$ cat config.mk
export PLATFORM = sky130hd
export DESIGN_NAME = kvi_div
export DESIGN_NICKNAME = d
export VERILOG_FILES = /design/src/rtl/core/kvi_pkg.sv /design/src/rtl/core/kvi_div.sv
export SDC_FILE = /design/constraint.sdc
export NUM_CORES = 1
export LEC_CHECK = 0
export ABC_AREA = 1
export BUFFER_PORTS_ARGS = -buffer_cell sky130_fd_sc_hd__buf_2
export CAP_MARGIN = 10
export CORE_MARGIN = 4
export CORE_UTILIZATION = 40
export CTS_CLUSTER_DIAMETER = 80
export CTS_CLUSTER_SIZE = 12
export DETAILED_ROUTE_END_ITERATION = 10
export GPL_TIMING_DRIVEN = 0
export SYNTH_ARGS = -nofsm -noshare
export SYNTH_HDL_FRONTEND = slang
export SYNTH_SLANG_ARGS = --single-unit
export TNS_END_PERCENT = 30
$ cat constraint.sdc
create_clock -name clock -period 3.8 [get_ports clock]
set_input_delay 0.57 -clock clock [delete_from_list [all_inputs] [get_ports clock]]
set_output_delay 0.57 -clock clock [all_outputs]
set_load 0.01 [all_outputs]
$ cat src/rtl/core/kvi_pkg.sv
// Shared types, constants and helpers of the keyframe vec3 interpolator.
// Used by every module under rtl/core; depends on nothing else.
package kvi_pkg;

   localparam int MAX_KEYS   = 256;
   localparam int KEY_AW     = $clog2(MAX_KEYS);
   localparam int CNT_W      = KEY_AW + 1;
   localparam int VALUE_BITS = 32;
   localparam int DATA_W     = 32;
   localparam int COMP_N     = 3;
   localparam int MUL_W      = 34;
   localparam int PROD_W     = 2 * MUL_W;
   localparam int ACC_W      = 72;
   localparam int H_W        = 20;
   localparam int M_W        = 50;
   localparam int ALPHA_W    = 17;
   localparam int DT_W       = 33;
   localparam int CSR_IDX_W  = 3;

   localparam logic [1:0] MODE_STEP   = 2'd0;
   localparam logic [1:0] MODE_LINEAR = 2'd1;
   localparam logic [1:0] MODE_CUBIC  = 2'd2;

   localparam logic FUNC_WRITE = 1'b0;
   localparam logic FUNC_QUERY = 1'b1;

   localparam logic [CSR_IDX_W-1:0] CSR_MODE      = 3'd0;
   localparam logic [CSR_IDX_W-1:0] CSR_KEY_COUNT = 3'd1;
   localparam logic [CSR_IDX_W-1:0] CSR_FB_X      = 3'd2;
   localparam logic [CSR_IDX_W-1:0] CSR_FB_Y      = 3'd3;
   localparam logic [CSR_IDX_W-1:0] CSR_FB_Z      = 3'd4;

   localparam logic signed [ACC_W-1:0] SAT_HI =
      (ACC_W'(1) <<< (VALUE_BITS - 1)) - ACC_W'(1);
   localparam logic signed [ACC_W-1:0] SAT_LO = -SAT_HI - ACC_W'(1);

   typedef struct packed {
      logic [COMP_N-1:0][DATA_W-1:0] out_tan;
      logic [COMP_N-1:0][DATA_W-1:0] val;
      logic [COMP_N-1:0][DATA_W-1:0] in_tan;
   } kvi_entry_type;

   typedef struct packed {
      logic       start;
      logic [1:0] mode;
      logic       same;
   } kvi_blend_ctl_type;

   function automatic logic [DATA_W-1:0] sat_value(input logic signed [ACC_W-1:0] v);
      logic signed [ACC_W-1:0] c;
      c = v;
      if (v > SAT_HI) c = SAT_HI;
      else if (v < SAT_LO) c = SAT_LO;
      return c[DATA_W-1:0];
   endfunction

endpackage

$ cat src/rtl/core/kvi_div.sv
// Restoring divider for the blend factor: floor(diff * 2^16 / dt), diff < dt.
// One quotient bit per cycle, 16 bits in all. Depends on kvi_pkg.
module kvi_div (
   input  logic                        clock,
   input  logic                        reset,
   input  logic                        start,
   input  logic [kvi_pkg::DATA_W-1:0]  diff,
   input  logic [kvi_pkg::DT_W-1:0]    dt,
   output logic                        done,
   output logic [15:0]                 quot
);
   import kvi_pkg::*;

   logic              run_ff;
   logic              done_ff;
   logic [3:0]        cnt_ff;
   logic [DT_W:0]     rem_ff;
   logic [15:0]       q_ff;
   logic [DT_W:0]     rem2;
   logic              fits;

   always_comb begin
      rem2 = {rem_ff[DT_W-1:0], 1'b0};
      fits = rem2 >= {1'b0, dt};
   end

   always_ff @(posedge clock) begin
      if (reset) begin
         run_ff  <= 1'b0;
         done_ff <= 1'b0;
         cnt_ff  <= '0;
      end else begin
         done_ff <= 1'b0;
         if (start) begin
            run_ff <= 1'b1;
            cnt_ff <= '0;
            rem_ff <= {2'b00, diff};
         end else if (run_ff) begin
            rem_ff <= fits ? rem2 - {1'b0, dt} : rem2;
            q_ff   <= {q_ff[14:0], fits};
            cnt_ff <= cnt_ff + 4'd1;
            if (cnt_ff == 4'd15) begin
               run_ff  <= 1'b0;
               done_ff <= 1'b1;
            end
         end
      end
   end

   assign done = done_ff;
   assign quot = q_ff;

endmodule

==> metrics.log <==
INFO  metric worst-endpoint-required = 3880 ps
INFO  metric cts_resized = 0
INFO  metric dr_total_vias = 5,235
INFO  metric worstSkewPairLatency = 320 ps
INFO  metric grt_util_all_layers = 0.203
INFO  metric first_pass_iters = 4
INFO  metric route.detailed.wl_per_inst = 13.9 um
INFO  metric cp_common_cell = sky130_fd_sc_hd__nand2_1
INFO  metric post_cts.repair.setup_buffers = 0
INFO  metric timing.hold.worst.class = register to register
INFO  metric status = finished, final reports clean
INFO  metric cts.reportedPaths.clkPinSlew = 90 ps
INFO  metric worst_path_dominant_cell_family = simple AND/OR/NAND/NOR gates
INFO  metric core_area = 13,200 sq um
INFO  metric die_w = 124 um
INFO  metric floorplan.die.height = 124 um
INFO  metric detail_route.vias_per_cell = 4.68
INFO  metric critical_path.max_stage_delay = 410 ps
INFO  metric cts_made_buffers = 5
INFO  metric ys_seq_elements = 55
INFO  metric worst_slew_margin_rel = 0.463
INFO  metric synthCells = 850
INFO  metric fp.dieArea = 15,400 sq um
INFO  metric detailedPlacementHpwl = 12,800 um
INFO  metric path_cells = ha_1 -> nand2_1 -> nor3b_1 -> nand3_1 -> nor2_4 -> nor2_4 -> nand2_8 -> buf_6 -> nand2_1 -> nand3_1 -> nand2_1
INFO  metric global_route_wire_length_before_repair = 25,200 um
INFO  metric total_power = 2080 uW
INFO  metric hold_buffers = 0
INFO  metric mappedNetlistArea = 5410 sq um
INFO  metric critical_path.max_fanout = 10
INFO  metric critical_path_buf_inv_count = 1
INFO  metric cts.sink_count = 55
INFO  metric start_util = 0.408
INFO  metric core_rows = 42
INFO  metric drv.max_cap_violation_count = 0
INFO  metric power_per_standard_cell_area = 333 nW/um^2
INFO  metric drt_drc_violations_left = 0
INFO  metric antenna-diode-count = 0
INFO  metric synth.yosys.seq_area_share = 0.294
INFO  metric grt_overflow_total = 0
INFO  metric cpMaxStageDelayCell = sky130_fd_sc_hd__edfxtp_1
INFO  metric detail_route.wirelength = 15,500 um
INFO  metric drtIter0Drc = 364
INFO  metric grt_pass1_vias = 5,085
INFO  metric setup_ws = 1260 ps
INFO  metric number_of_antenna_violations_at_the_first_check_in_global_routing = 0
INFO  metric syn-num-nets = 953
INFO  metric pin_count_of_the_biggest_net_entering_global_routing = 21
INFO  metric peak_freq = 393 MHz
INFO  metric tritoncts_clock_tree = yes
INFO  metric area_growth_from_synthesis_to_layout = 15.5%
INFO  metric final_max_slew_viol_count = 0
INFO  metric synth.avg_cell_area = 6.36 sq um
INFO  metric fin_worst_hold_slack = 446 ps
INFO  metric layout-drive-gt1-share = 0.137
INFO  metric setup_crit_start_kind = register
INFO  metric worst-slew-pin-transition = 804 ps
INFO  metric layout_worst_path_cycle_share = 0.670
INFO  metric nFillCells = 1,464
INFO  metric power.static_leakage = 0.00346 uW
INFO  metric ir_worst_vdd = 200 uV
INFO  metric ys_warn_count = 0
INFO  metric longest_clk_path_bufs = 2
INFO  metric clock_skew = 14.3 ps
INFO  metric timing.final.hold_violations = 0
INFO  metric rsz_0062_raised_after_global_routing = false
INFO  metric synth_cell_types = 35
INFO  metric crit_arrival = 2620 ps
INFO  metric worstSetupEndpointType = register
INFO  metric clk_root_buffer_cell = sky130_fd_sc_hd__clkbuf_16
INFO  metric htree_levels = 2
INFO  metric dpl_worst_slack = 1020 ps
INFO  metric gp_congestion = 0.980
INFO  metric timing_worst_setup_path_type = register to register
INFO  metric ant_nets = 0
INFO  metric numPortBuffers = 83
INFO  metric post-route-min-period = 2540 ps
INFO  metric floorplan.io_pins = 85
INFO  metric setup_violations = 0
INFO  metric finalNetCount = 1,044
[Yosys cell counts]
cell type | count | area share
sky130_fd_sc_hd__a21oi_1 | 18 | 0.017
sky130_fd_sc_hd__and2_1 | 1 | 0.0012
sky130_fd_sc_hd__buf_2 | 6 | 0.0056
sky130_fd_sc_hd__buf_4 | 1 | 0.0014
sky130_fd_sc_hd__buf_6 | 4 | 0.0083
sky130_fd_sc_hd__buf_8 | 1 | 0.0028
sky130_fd_sc_hd__clkbuf_1 | 4 | 0.0028
sky130_fd_sc_hd__clkinv_1 | 4 | 0.0028
sky130_fd_sc_hd__dfxtp_1 | 6 | 0.022
sky130_fd_sc_hd__edfxtp_1 | 49 | 0.27
sky130_fd_sc_hd__fa_1 | 1 | 0.0037
sky130_fd_sc_hd__ha_1 | 34 | 0.079
sky130_fd_sc_hd__inv_1 | 167 | 0.12
sky130_fd_sc_hd__inv_2 | 1 | 0.00069
sky130_fd_sc_hd__nand2_1 | 343 | 0.24
sky130_fd_sc_hd__nand2_2 | 4 | 0.0046
sky130_fd_sc_hd__nand2_4 | 1 | 0.0021
sky130_fd_sc_hd__nand2_8 | 1 | 0.0037
sky130_fd_sc_hd__nand3_1 | 63 | 0.058
sky130_fd_sc_hd__nand3_2 | 7 | 0.013
sky130_fd_sc_hd__nand3b_1 | 26 | 0.036
sky130_fd_sc_hd__nand4_1 | 8 | 0.0093
sky130_fd_sc_hd__nor2_1 | 59 | 0.041
sky130_fd_sc_hd__nor2_2 | 3 | 0.0035
sky130_fd_sc_hd__nor2_4 | 3 | 0.0062
sky130_fd_sc_hd__nor3_1 | 7 | 0.0065
sky130_fd_sc_hd__nor3b_1 | 1 | 0.0014
sky130_fd_sc_hd__nor4_4 | 1 | 0.0039
sky130_fd_sc_hd__o21a_1 | 1 | 0.0014
sky130_fd_sc_hd__o21ai_0 | 2 | 0.0019
sky130_fd_sc_hd__o21ai_1 | 1 | 0.00092
sky130_fd_sc_hd__o21bai_1 | 4 | 0.0056
sky130_fd_sc_hd__or2_2 | 2 | 0.0023
sky130_fd_sc_hd__xnor2_1 | 14 | 0.023
sky130_fd_sc_hd__xor2_1 | 2 | 0.0032
[through the flow]
| stage | setup TNS [ps] | area [sq um] | util | cells |
|---|---|---|---|---|
| after detailed placement | 0 | 6080 | 0.459 | 1110 |
| after floorplan | 0 | 5410 | - | 850 |
| after global placement | -29790 | 6040 | 0.456 | 1109 |
| final | 0 | 6240 | 0.472 | 1118 |
| after CTS | 0 | 6240 | 0.471 | 1118 |
| after global routing | 0 | 6240 | 0.472 | 1118 |
[logic make-up after synthesis]
family / synth area share
and+or+nand+nor: 0.431
xor gates and xnor gates: 0.0259
AOI/OAI and AO/OA: 0.0264
DFF: 0.294
adders and majority gates: 0.0824
buffers and inverters: 0.140
[final timing paths]
kind,startpoint,slack [ps],to,cells after the start
worst max-delay path,rem_ff[31],1260,rem_ff[18],11
worst max register to register,rem_ff[31],1260,rem_ff[18],11
worst min-delay path,quot[1],450,quot[2],0
worst min register to register,quot[1],450,quot[2],0
[area by class of cell]
type	instances	area [sq um]	area share
Tap cell	176	220	0.0353
Inverter	172	646	0.103
Timing Repair Buffer	84	443	0.0709
Sequential cell	55	1590	0.255
Buffer	16	113	0.0180
Clock buffer	5	125	0.0200
Clock inverter	3	33.8	0.00541
Multi-Input combinational cell	607	3070	0.492
[power breakdown]
group	internal (uW)	switching (uW)	total (uW)	leakage [uW]
clock	256	265	521	0.0000776
sequential	712	19.6	732	0.000511
combinational	306	517	823	0.00287
total	1280	801	2080	0.00346
[worst reg2reg max path, stage by stage, from the launching register on]
cell and delay, ps:
sky130_fd_sc_hd__edfxtp_1 410, sky130_fd_sc_hd__ha_1 330, sky130_fd_sc_hd__nand2_1 210, sky130_fd_sc_hd__nor3b_1 340, sky130_fd_sc_hd__nand3_1 220, sky130_fd_sc_hd__nor2_4 180
sky130_fd_sc_hd__nor2_4 80, sky130_fd_sc_hd__nand2_8 110, sky130_fd_sc_hd__buf_6 160, sky130_fd_sc_hd__nand2_1 60, sky130_fd_sc_hd__nand3_1 150, sky130_fd_sc_hd__nand2_1 70
[state kept, by name, indices dropped and copies added (netlist names)]
name	cells
cnt_ff	4
done	1
quot	16
rem_ff	33
run_ff	1
[routing by layer]
metal  track usage  part of all wire  vias up
met2         0.330              0.45      117
met4        0.0445             0.010        0
li1              -                 -     2793
met5             0                 0        -
met3        0.0317             0.051       11
met1         0.285              0.48     2314
[layout by cell type, fill, tap and decap left out, drive strengths merged]
master	count
nand2	349
inv	170
buf	96
nand3	70
nor2	65
edfxtp	49
ha	34
nand3b	26
a21oi	18
xnor2	14
clkbuf	9
nand4	8
nor3	7
dfxtp	6
clkinv	5
o21bai	4
o21ai	3
or2	2
xor2	2
nor4	1
nor3b	1
and2	1
o21a	1
fa	1
Note: power is estimated with default switching activity, not from simulation.
