`config.mk`:
```
export PLATFORM = sky130hd
export DESIGN_NAME = kvi_blend
export DESIGN_NICKNAME = d
export VERILOG_FILES = /design/src/rtl/core/kvi_pkg.sv /design/src/rtl/core/kvi_blend.sv
export SDC_FILE = /design/constraint.sdc
export NUM_CORES = 2
export LEC_CHECK = 0
export BUFFER_PORTS_ARGS = -buffer_cell sky130_fd_sc_hd__buf_4
export CAP_MARGIN = 25
export CORE_ASPECT_RATIO = 2
export CORE_MARGIN = 5
export CORE_UTILIZATION = 32
export CTS_CLUSTER_SIZE = 16
export DETAILED_ROUTE_END_ITERATION = 8
export PLACE_DENSITY = 0.5
export SLEW_MARGIN = 20
export SYNTH_ARGS = -nofsm -noshare
export SYNTH_HDL_FRONTEND = slang
export SYNTH_SLANG_ARGS = --single-unit
```
`constraint.sdc`:
```
create_clock -name clock -period 43.2 [get_ports clock]
set_clock_uncertainty 0.1 [all_clocks]
set_input_delay 2.16 -clock clock [delete_from_list [all_inputs] [get_ports clock]]
set_output_delay 2.16 -clock clock [all_outputs]
set_load 0.02 [all_outputs]
```
`src/rtl/core/kvi_pkg.sv`:
```
// Shared types, constants and helpers of the keyframe vec3 interpolator.
// Used by every module under rtl/core; depends on nothing else.
package kvi_pkg;

   localparam int MAX_KEYS   = 256;
   localparam int KEY_AW     = $clog2(MAX_KEYS);
   localparam int CNT_W      = KEY_AW + 1;
   localparam int VALUE_BITS = 32;
   localparam int DATA_W     = 32;
   localparam int COMP_N     = 3;
   localparam int MUL_W      = 34;
   localparam int PROD_W     = 2 * MUL_W;
   localparam int ACC_W      = 72;
   localparam int H_W        = 20;
   localparam int M_W        = 50;
   localparam int ALPHA_W    = 17;
   localparam int DT_W       = 33;
   localparam int CSR_IDX_W  = 3;

   localparam logic [1:0] MODE_STEP   = 2'd0;
   localparam logic [1:0] MODE_LINEAR = 2'd1;
   localparam logic [1:0] MODE_CUBIC  = 2'd2;

   localparam logic FUNC_WRITE = 1'b0;
   localparam logic FUNC_QUERY = 1'b1;

   localparam logic [CSR_IDX_W-1:0] CSR_MODE      = 3'd0;
   localparam logic [CSR_IDX_W-1:0] CSR_KEY_COUNT = 3'd1;
   localparam logic [CSR_IDX_W-1:0] CSR_FB_X      = 3'd2;
   localparam logic [CSR_IDX_W-1:0] CSR_FB_Y      = 3'd3;
   localparam logic [CSR_IDX_W-1:0] CSR_FB_Z      = 3'd4;

   localparam logic signed [ACC_W-1:0] SAT_HI =
      (ACC_W'(1) <<< (VALUE_BITS - 1)) - ACC_W'(1);
   localparam logic signed [ACC_W-1:0] SAT_LO = -SAT_HI - ACC_W'(1);

   typedef struct packed {
      logic [COMP_N-1:0][DATA_W-1:0] out_tan;
      logic [COMP_N-1:0][DATA_W-1:0] val;
      logic [COMP_N-1:0][DATA_W-1:0] in_tan;
   } kvi_entry_type;

   typedef struct packed {
      logic       start;
      logic [1:0] mode;
      logic       same;
   } kvi_blend_ctl_type;

   function automatic logic [DATA_W-1:0] sat_value(input logic signed [ACC_W-1:0] v);
      logic signed [ACC_W-1:0] c;
      c = v;
      if (v > SAT_HI) c = SAT_HI;
      else if (v < SAT_LO) c = SAT_LO;
      return c[DATA_W-1:0];
   endfunction

endpackage

```
`src/rtl/core/kvi_blend.sv`:
```
// Blend unit: step, linear and cubic Hermite on the bracketing entry pair,
// sequenced through one shared 34x34 multiplier. Depends on kvi_pkg.
module kvi_blend (
   input  logic                                      clock,
   input  logic                                      reset,
   input  kvi_pkg::kvi_blend_ctl_type                ctl,
   input  logic [kvi_pkg::ALPHA_W-1:0]               alpha,
   input  logic [kvi_pkg::DT_W-1:0]                  dt,
   input  kvi_pkg::kvi_entry_type                    ent_lo,
   input  kvi_pkg::kvi_entry_type                    ent_hi,
   output logic                                      done,
   output logic [kvi_pkg::COMP_N-1:0][kvi_pkg::DATA_W-1:0] res
);
   import kvi_pkg::*;

   typedef enum logic [1:0] {B_IDLE, B_SETUP, B_CUBIC, B_LINEAR} bstate_type;

   bstate_type                   state_ff;
   logic [2:0]                   op_ff;
   logic [1:0]                   comp_ff;
   logic                         phase_ff;
   logic                         done_ff;
   logic [COMP_N-1:0][DATA_W-1:0] res_ff;
   logic signed [PROD_W-1:0]     prod_ff;
   logic [ALPHA_W-1:0]           s2_ff;
   logic [ALPHA_W-1:0]           s3_ff;
   logic signed [M_W-1:0]        m0_ff;
   logic signed [M_W-1:0]        m1_ff;
   logic signed [ACC_W-1:0]      acc_ff;

   logic signed [H_W-1:0]        h00, h10, h01, h11;
   logic signed [H_W-1:0]        sx, s2x, s3x;
   logic signed [MUL_W-1:0]      mul_a, mul_b;
   logic signed [ACC_W-1:0]      prod72, term, acc_sum, lin_sum;
   logic [DATA_W-1:0]            v_lo, v_hi;
   logic signed [DATA_W:0]       vdiff;

   always_comb begin
      sx  = $signed({3'b000, alpha});
      s2x = $signed({3'b000, s2_ff});
      s3x = $signed({3'b000, s3_ff});
      h00 = H_W'(2 * s3x - 3 * s2x + 65536);
      h10 = H_W'(s3x - 2 * s2x + sx);
      h01 = H_W'(3 * s2x - 2 * s3x);
      h11 = H_W'(s3x - s2x);
      v_lo  = ent_lo.val[comp_ff];
      v_hi  = ent_hi.val[comp_ff];
      vdiff = $signed({v_hi[DATA_W-1], v_hi}) - $signed({v_lo[DATA_W-1], v_lo});
      mul_a = '0;
      mul_b = '0;
      unique case (state_ff)
         B_SETUP: begin
            mul_a = $signed({17'b0, (op_ff[0] ? s2_ff : alpha)});
            mul_b = $signed({17'b0, alpha});
         end
         B_LINEAR: begin
            mul_a = $signed({vdiff[DATA_W], vdiff});
            mul_b = $signed({17'b0, alpha});
         end
         B_CUBIC: begin
            unique case (op_ff)
               3'd0: begin
                  mul_a = $signed({{2{ent_lo.out_tan[comp_ff][DATA_W-1]}},
                                   ent_lo.out_tan[comp_ff]});
                  mul_b = $signed({1'b0, dt});
               end
               3'd1: begin
                  mul_a = $signed({{2{ent_hi.in_tan[comp_ff][DATA_W-1]}},
                                   ent_hi.in_tan[comp_ff]});
                  mul_b = $signed({1'b0, dt});
               end
               3'd2: begin
                  mul_a = $signed({{14{h00[H_W-1]}}, h00});
                  mul_b = $signed({{2{v_lo[DATA_W-1]}}, v_lo});
               end
               3'd3: begin
                  mul_a = $signed({{14{h01[H_W-1]}}, h01});
                  mul_b = $signed({{2{v_hi[DATA_W-1]}}, v_hi});
               end
               3'd4: begin
                  mul_a = $signed({{14{h10[H_W-1]}}, h10});
                  mul_b = $signed({10'b0, m0_ff[23:0]});
               end
               3'd5: begin
                  mul_a = $signed({{14{h10[H_W-1]}}, h10});
                  mul_b = $signed({{8{m0_ff[M_W-1]}}, m0_ff[M_W-1:24]});
               end
               3'd6: begin
                  mul_a = $signed({{14{h11[H_W-1]}}, h11});
                  mul_b = $signed({10'b0, m1_ff[23:0]});
               end
               default: begin
                  mul_a = $signed({{14{h11[H_W-1]}}, h11});
                  mul_b = $signed({{8{m1_ff[M_W-1]}}, m1_ff[M_W-1:24]});
               end
            endcase
         end
         default: begin
            mul_a = '0;
            mul_b = '0;
         end
      endcase
      prod72  = $signed({{(ACC_W-PROD_W){prod_ff[PROD_W-1]}}, prod_ff});
      term    = (op_ff == 3'd5 || op_ff == 3'd7) ? (prod72 <<< 24) : prod72;
      acc_sum = ((op_ff == 3'd2) ? '0 : acc_ff) + term;
      lin_sum = $signed({{(ACC_W-DATA_W){v_lo[DATA_W-1]}}, v_lo}) + (prod72 >>> 16);
   end

   always_ff @(posedge clock) begin
      if (reset) begin
         state_ff <= B_IDLE;
         done_ff  <= 1'b0;
         phase_ff <= 1'b0;
         op_ff    <= '0;
         comp_ff  <= '0;
      end else begin
         done_ff <= 1'b0;
         if (state_ff != B_IDLE) phase_ff <= ~phase_ff;
         if (state_ff != B_IDLE && !phase_ff) prod_ff <= mul_a * mul_b;
         unique case (state_ff)
            B_IDLE: begin
               phase_ff <= 1'b0;
               op_ff    <= '0;
               comp_ff  <= '0;
               if (ctl.start) begin
                  if (ctl.mode == MODE_STEP || ctl.same) begin
                     // Step takes the upper key only once alpha reaches 1.0.
                     for (int c = 0; c < COMP_N; c++) begin
                        res_ff[c] <= (ctl.mode == MODE_STEP && alpha[ALPHA_W-1])
                                     ? ent_hi.val[c] : ent_lo.val[c];
                     end
                     done_ff <= 1'b1;
                  end else if (ctl.mode == MODE_CUBIC) begin
                     state_ff <= B_SETUP;
                  end else begin
                     state_ff <= B_LINEAR;
                  end
               end
            end
            B_SETUP: begin
               if (phase_ff) begin
                  if (!op_ff[0]) begin
                     s2_ff <= prod_ff[32:16];
                     op_ff <= 3'd1;
                  end else begin
                     s3_ff    <= prod_ff[32:16];
                     op_ff    <= 3'd0;
                     state_ff <= B_CUBIC;
                  end
               end
            end
            B_CUBIC: begin
               if (phase_ff) begin
                  op_ff <= op_ff + 3'd1;
                  unique case (op_ff)
                     3'd0:    m0_ff <= prod_ff[PROD_W-3:16];
                     3'd1:    m1_ff <= prod_ff[PROD_W-3:16];
                     default: acc_ff <= acc_sum;
                  endcase
                  if (op_ff == 3'd7) begin
                     res_ff[comp_ff] <= sat_value(acc_sum >>> 16);
                     if (comp_ff == 2'(COMP_N - 1)) begin
                        state_ff <= B_IDLE;
                        done_ff  <= 1'b1;
                     end else begin
                        comp_ff <= comp_ff + 2'd1;
                     end
                  end
               end
            end
            B_LINEAR: begin
               if (phase_ff) begin
                  res_ff[comp_ff] <= sat_value(lin_sum);
                  if (comp_ff == 2'(COMP_N - 1)) begin
                     state_ff <= B_IDLE;
                     done_ff  <= 1'b1;
                  end else begin
                     comp_ff <= comp_ff + 2'd1;
                  end
               end
            end
            default: state_ff <= B_IDLE;
         endcase
      end
   end

   assign done = done_ff;
   assign res  = res_ff;

endmodule

```
==> impl_results.md <==
- Status: completed
- Setup TNS: 0 ps
- Largest family of logic cells by synthesized area: adder cells
- Die ar.: 255000 um2
- Hold Violations, Final: 0
- Synthesis-to-layout area growth: 12.8%
- Worst hold path type: reg -> reg
- Initial drt markers: 5215
- Most used cell, CP: fa_1
- Warnings from Yosys: 0
- Initial Utilization: 0.321
- Clock Power Share: 0.128
- DRC viols: 0
- Top-level port count: 729
- Cell Area, Synth: 78100 um2
- Sequential-to-total area share from yosys stat: 0.144
- Slowest Stage Delay on Critical Path: 880 ps
- Most common cell in the synthesized netlist: inv_1
- Worst-Margin Slew: 1260 ps
- Unrepaired setup endpoints after global routing: no
- Power share of the combinational group: 0.697
- Finished Cell Area: 88100 um2
- Crit path arrival time: 17320 ps
- Final setup viols: 0
- Crit end category: register
- First-pass GRT wire length: 553 mm
- Final min period: 17050 ps
- Max-cap viol count: 0
- Share of the synthesized area in the top cell type: 0.315
- Critical path peak fanout: 68
- Clock slew at reported path FFs: 80 ps
- Overflow left after global routing: 0
- Initial antenna violation count: 27
- Adder-Cell Fraction of Synth Area: 0.393
- Post-synthesis mux area share: 0.0326
- Post-Syn Area per Cell: 8.82 um2
- Yosys reg bits: 379
- Xor/xnor share of the synthesized area: 0.0307
- Syn nets: 11200
- Post-synthesis simple-gate area fraction: 0.153
- Via Count: 69700
- Synth unique cells: 106
- IO buf count: 536
- Multi-input logic area: 60000 um2
- Final wirelength: 399 mm
- Crit path kind: reg -> reg
- Die Wd: 359 um
- DR WL/cell: 31.9 um
- Vias per std cell: 5.57
- Placement Cell Area: 86600 um2
- # resized after CTS: 0
- CP required: 43470 ps
- Final HPWL DP: 335 mm
- Post-CTS setup buffer count: 0
- CTS Hold Bufs: 0
- Largest net degree at the start of global routing: 69
- Worst skew pair latency: 670 ps
- Post-synthesis async set-or-reset flop share: 0
- Synth Flop Type: edfxtp_1
- Post-synth top cells: 1452 x inv_1, 1229 x fa_1, 1224 x nand2_1, 659 x nor2_1, 491 x ha_1
- Share of layout cells above drive strength 1: 0.123
- Top cells by area, synth: fa_1 31%, edfxtp_1 14%, ha_1 7.9%, inv_1 7.0%, nand2_1 5.9%
- Post-Synthesis Cells: 8857
- Leakage: 39.2 nW
- Fillers: 25100
- Fin. max-slew vios: 0
- Root Driver: clkbuf_16
- Routability congestion estimate: 1.04
- Vias in the first global route: 74700
- Total track usage: 0.305
- Max IR drop VDD: 0.0484 mV
- R2r startpoint: comp_ff[0]$_SDFFE_PP0P_
- Floorplan row count: 256
- Synth Area in Compound Gates: 0.151
- Die H: 709 um
- Number of routed nets with antenna violations: 0
- Initial DRT Pass Iterations: 7
- Number of synthesized flops with an enable pin: 370
- Int Pwr: 1.37 mW
- Peak Freq: 58.6 MHz
- Sequential Power Share: 0.174
- CTS tree: yes
- Leading area contributor after synthesis: fa_1
- Period utilization: 0.395
- Final nets: 11600
- HP Start: op_ff[1]$_SDFFE_PP0P_
- Core ar.: 243000 um2
- H-tree depth: 2
- Crit path from: comp_ff[0]$_SDFFE_PP0P_
- Switching share of power: 0.577
- TritonCTS Buffers: 42
- Crit start category: register
- Psw: 1.87 mW
- Max Buffers Root-to-Sink: 3
- PwrDens: 36.8 nW/um2
- Worst path slowest cell: dfxtp_4
- Reg area: 11300 um2
- Max transition margin: 0.155
- Clk sinks: 379
==> routing by layer <==
layer  GRT usage  share of wire
met1       0.288           0.31
met2       0.557           0.51
met3      0.0395          0.051
met4       0.303           0.13
met5           0        0.00017
==> final timing paths <==
path / endpoint / slack [ps] / cells past startpoint
worst min register to register: op_ff[1]$_SDFFE_PP0P_ / 440 / 2
worst max-delay path: prod_ff[67]$_DFFE_PP_ / 26150 / 45
worst min-delay path: op_ff[1]$_SDFFE_PP0P_ / 440 / 2
worst max register to register: prod_ff[67]$_DFFE_PP_ / 26150 / 45
==> logic make-up (layout without fill, tap and decap cells) <==
logic type | Yosys count | count (layout)
multiplexers | 252 | 252
other | 0 | 20
adder cells (fa/ha/maj) | 1720 | 1720
AND/OR/NAND/NOR | 2675 | 2675
XOR/XNOR | 274 | 274
flip-flops | 379 | 379
buffers and inverters | 1908 | 2308
AO/OA/AOI/OAI | 1649 | 1649
==> cells in the final DEF (no fill, tap or decap), types with 28 or more instances in the layout <==
| cell type | instances |
|---|---|
| a211oi_1 | 49 |
| a21o_1 | 126 |
| a21oi_1 | 333 |
| a221oi_1 | 41 |
| a22o_1 | 36 |
| a22oi_1 | 78 |
| a31oi_1 | 31 |
| and2_1 | 174 |
| buf_4 | 775 |
| clkbuf_16 | 43 |
| edfxtp_1 | 370 |
| fa_1 | 1229 |
| ha_1 | 484 |
| inv_1 | 1452 |
| mux2i_1 | 231 |
| nand2_1 | 1223 |
| nand2b_1 | 50 |
| nand3_1 | 145 |
| nand4_1 | 63 |
| nor2_1 | 650 |
| nor2b_1 | 142 |
| nor3_1 | 85 |
| o211ai_1 | 36 |
| o21a_1 | 58 |
| o21ai_0 | 270 |
| o21ai_1 | 40 |
| o21bai_1 | 49 |
| o221ai_2 | 90 |
| o22ai_1 | 134 |
| o31ai_2 | 28 |
| xnor2_1 | 173 |
| xor2_1 | 98 |
==> worst max-delay path, delay by kind of cell (launching register included) <==
kind	cells	cell delay, ps
compound gates	19	7070
xor+xnor	2	300
fa+ha+maj	10	5010
buf+inv	6	1830
flops	1	880
simple gates	8	1380
==> state kept, by name, indices dropped and copies added, names as in the netlist <==
| name | cells |
|---|---|
| acc_ff | 72 |
| comp_ff | 2 |
| done | 1 |
| m0_ff | 50 |
| m1_ff | 50 |
| op_ff | 3 |
| phase_ff | 1 |
| prod_ff | 68 |
| res | 96 |
| s2_ff | 17 |
| s3_ff | 17 |
| state_ff | 2 |
==> power groups by stage <==
stage               sequential (mW)  clock [mW]  combinational (mW)
floorplan                     0.585           0                1.21
CTS                           0.564       0.425                2.24
global route                  0.566       0.433                2.37
detailed placement            0.573           0                2.23
global placement              0.571           0                2.21
finish                        0.566       0.417                2.26
==> layout make-up <==
type                            count  area share
Tap cell                         3225      0.0458
Clock inverter                     28     0.00382
Timing Repair Buffer              778      0.0663
Sequential cell                   379       0.128
Inverter                         1453      0.0619
Multi-Input combinational cell   6570       0.680
Antenna cell                       20    0.000568
Clock buffer                       49      0.0130
==> per-stage QoR <==
step | hold slack (ps) | setup slack [ps] | instances | utilization | total power [mW]
after floorplan | 375 | 24770 | 8857 | - | 1.79
after global routing | 467 | 25710 | 12500 | 0.362 | 3.36
after detailed placement | 422 | 26270 | 12400 | 0.356 | 2.80
after CTS | 433 | 26430 | 12500 | 0.362 | 3.23
final | 437 | 26150 | 12500 | 0.363 | 3.24
after global placement | 410 | 26040 | 12400 | 0.356 | 2.78
Power figures use the tool's default switching activity.
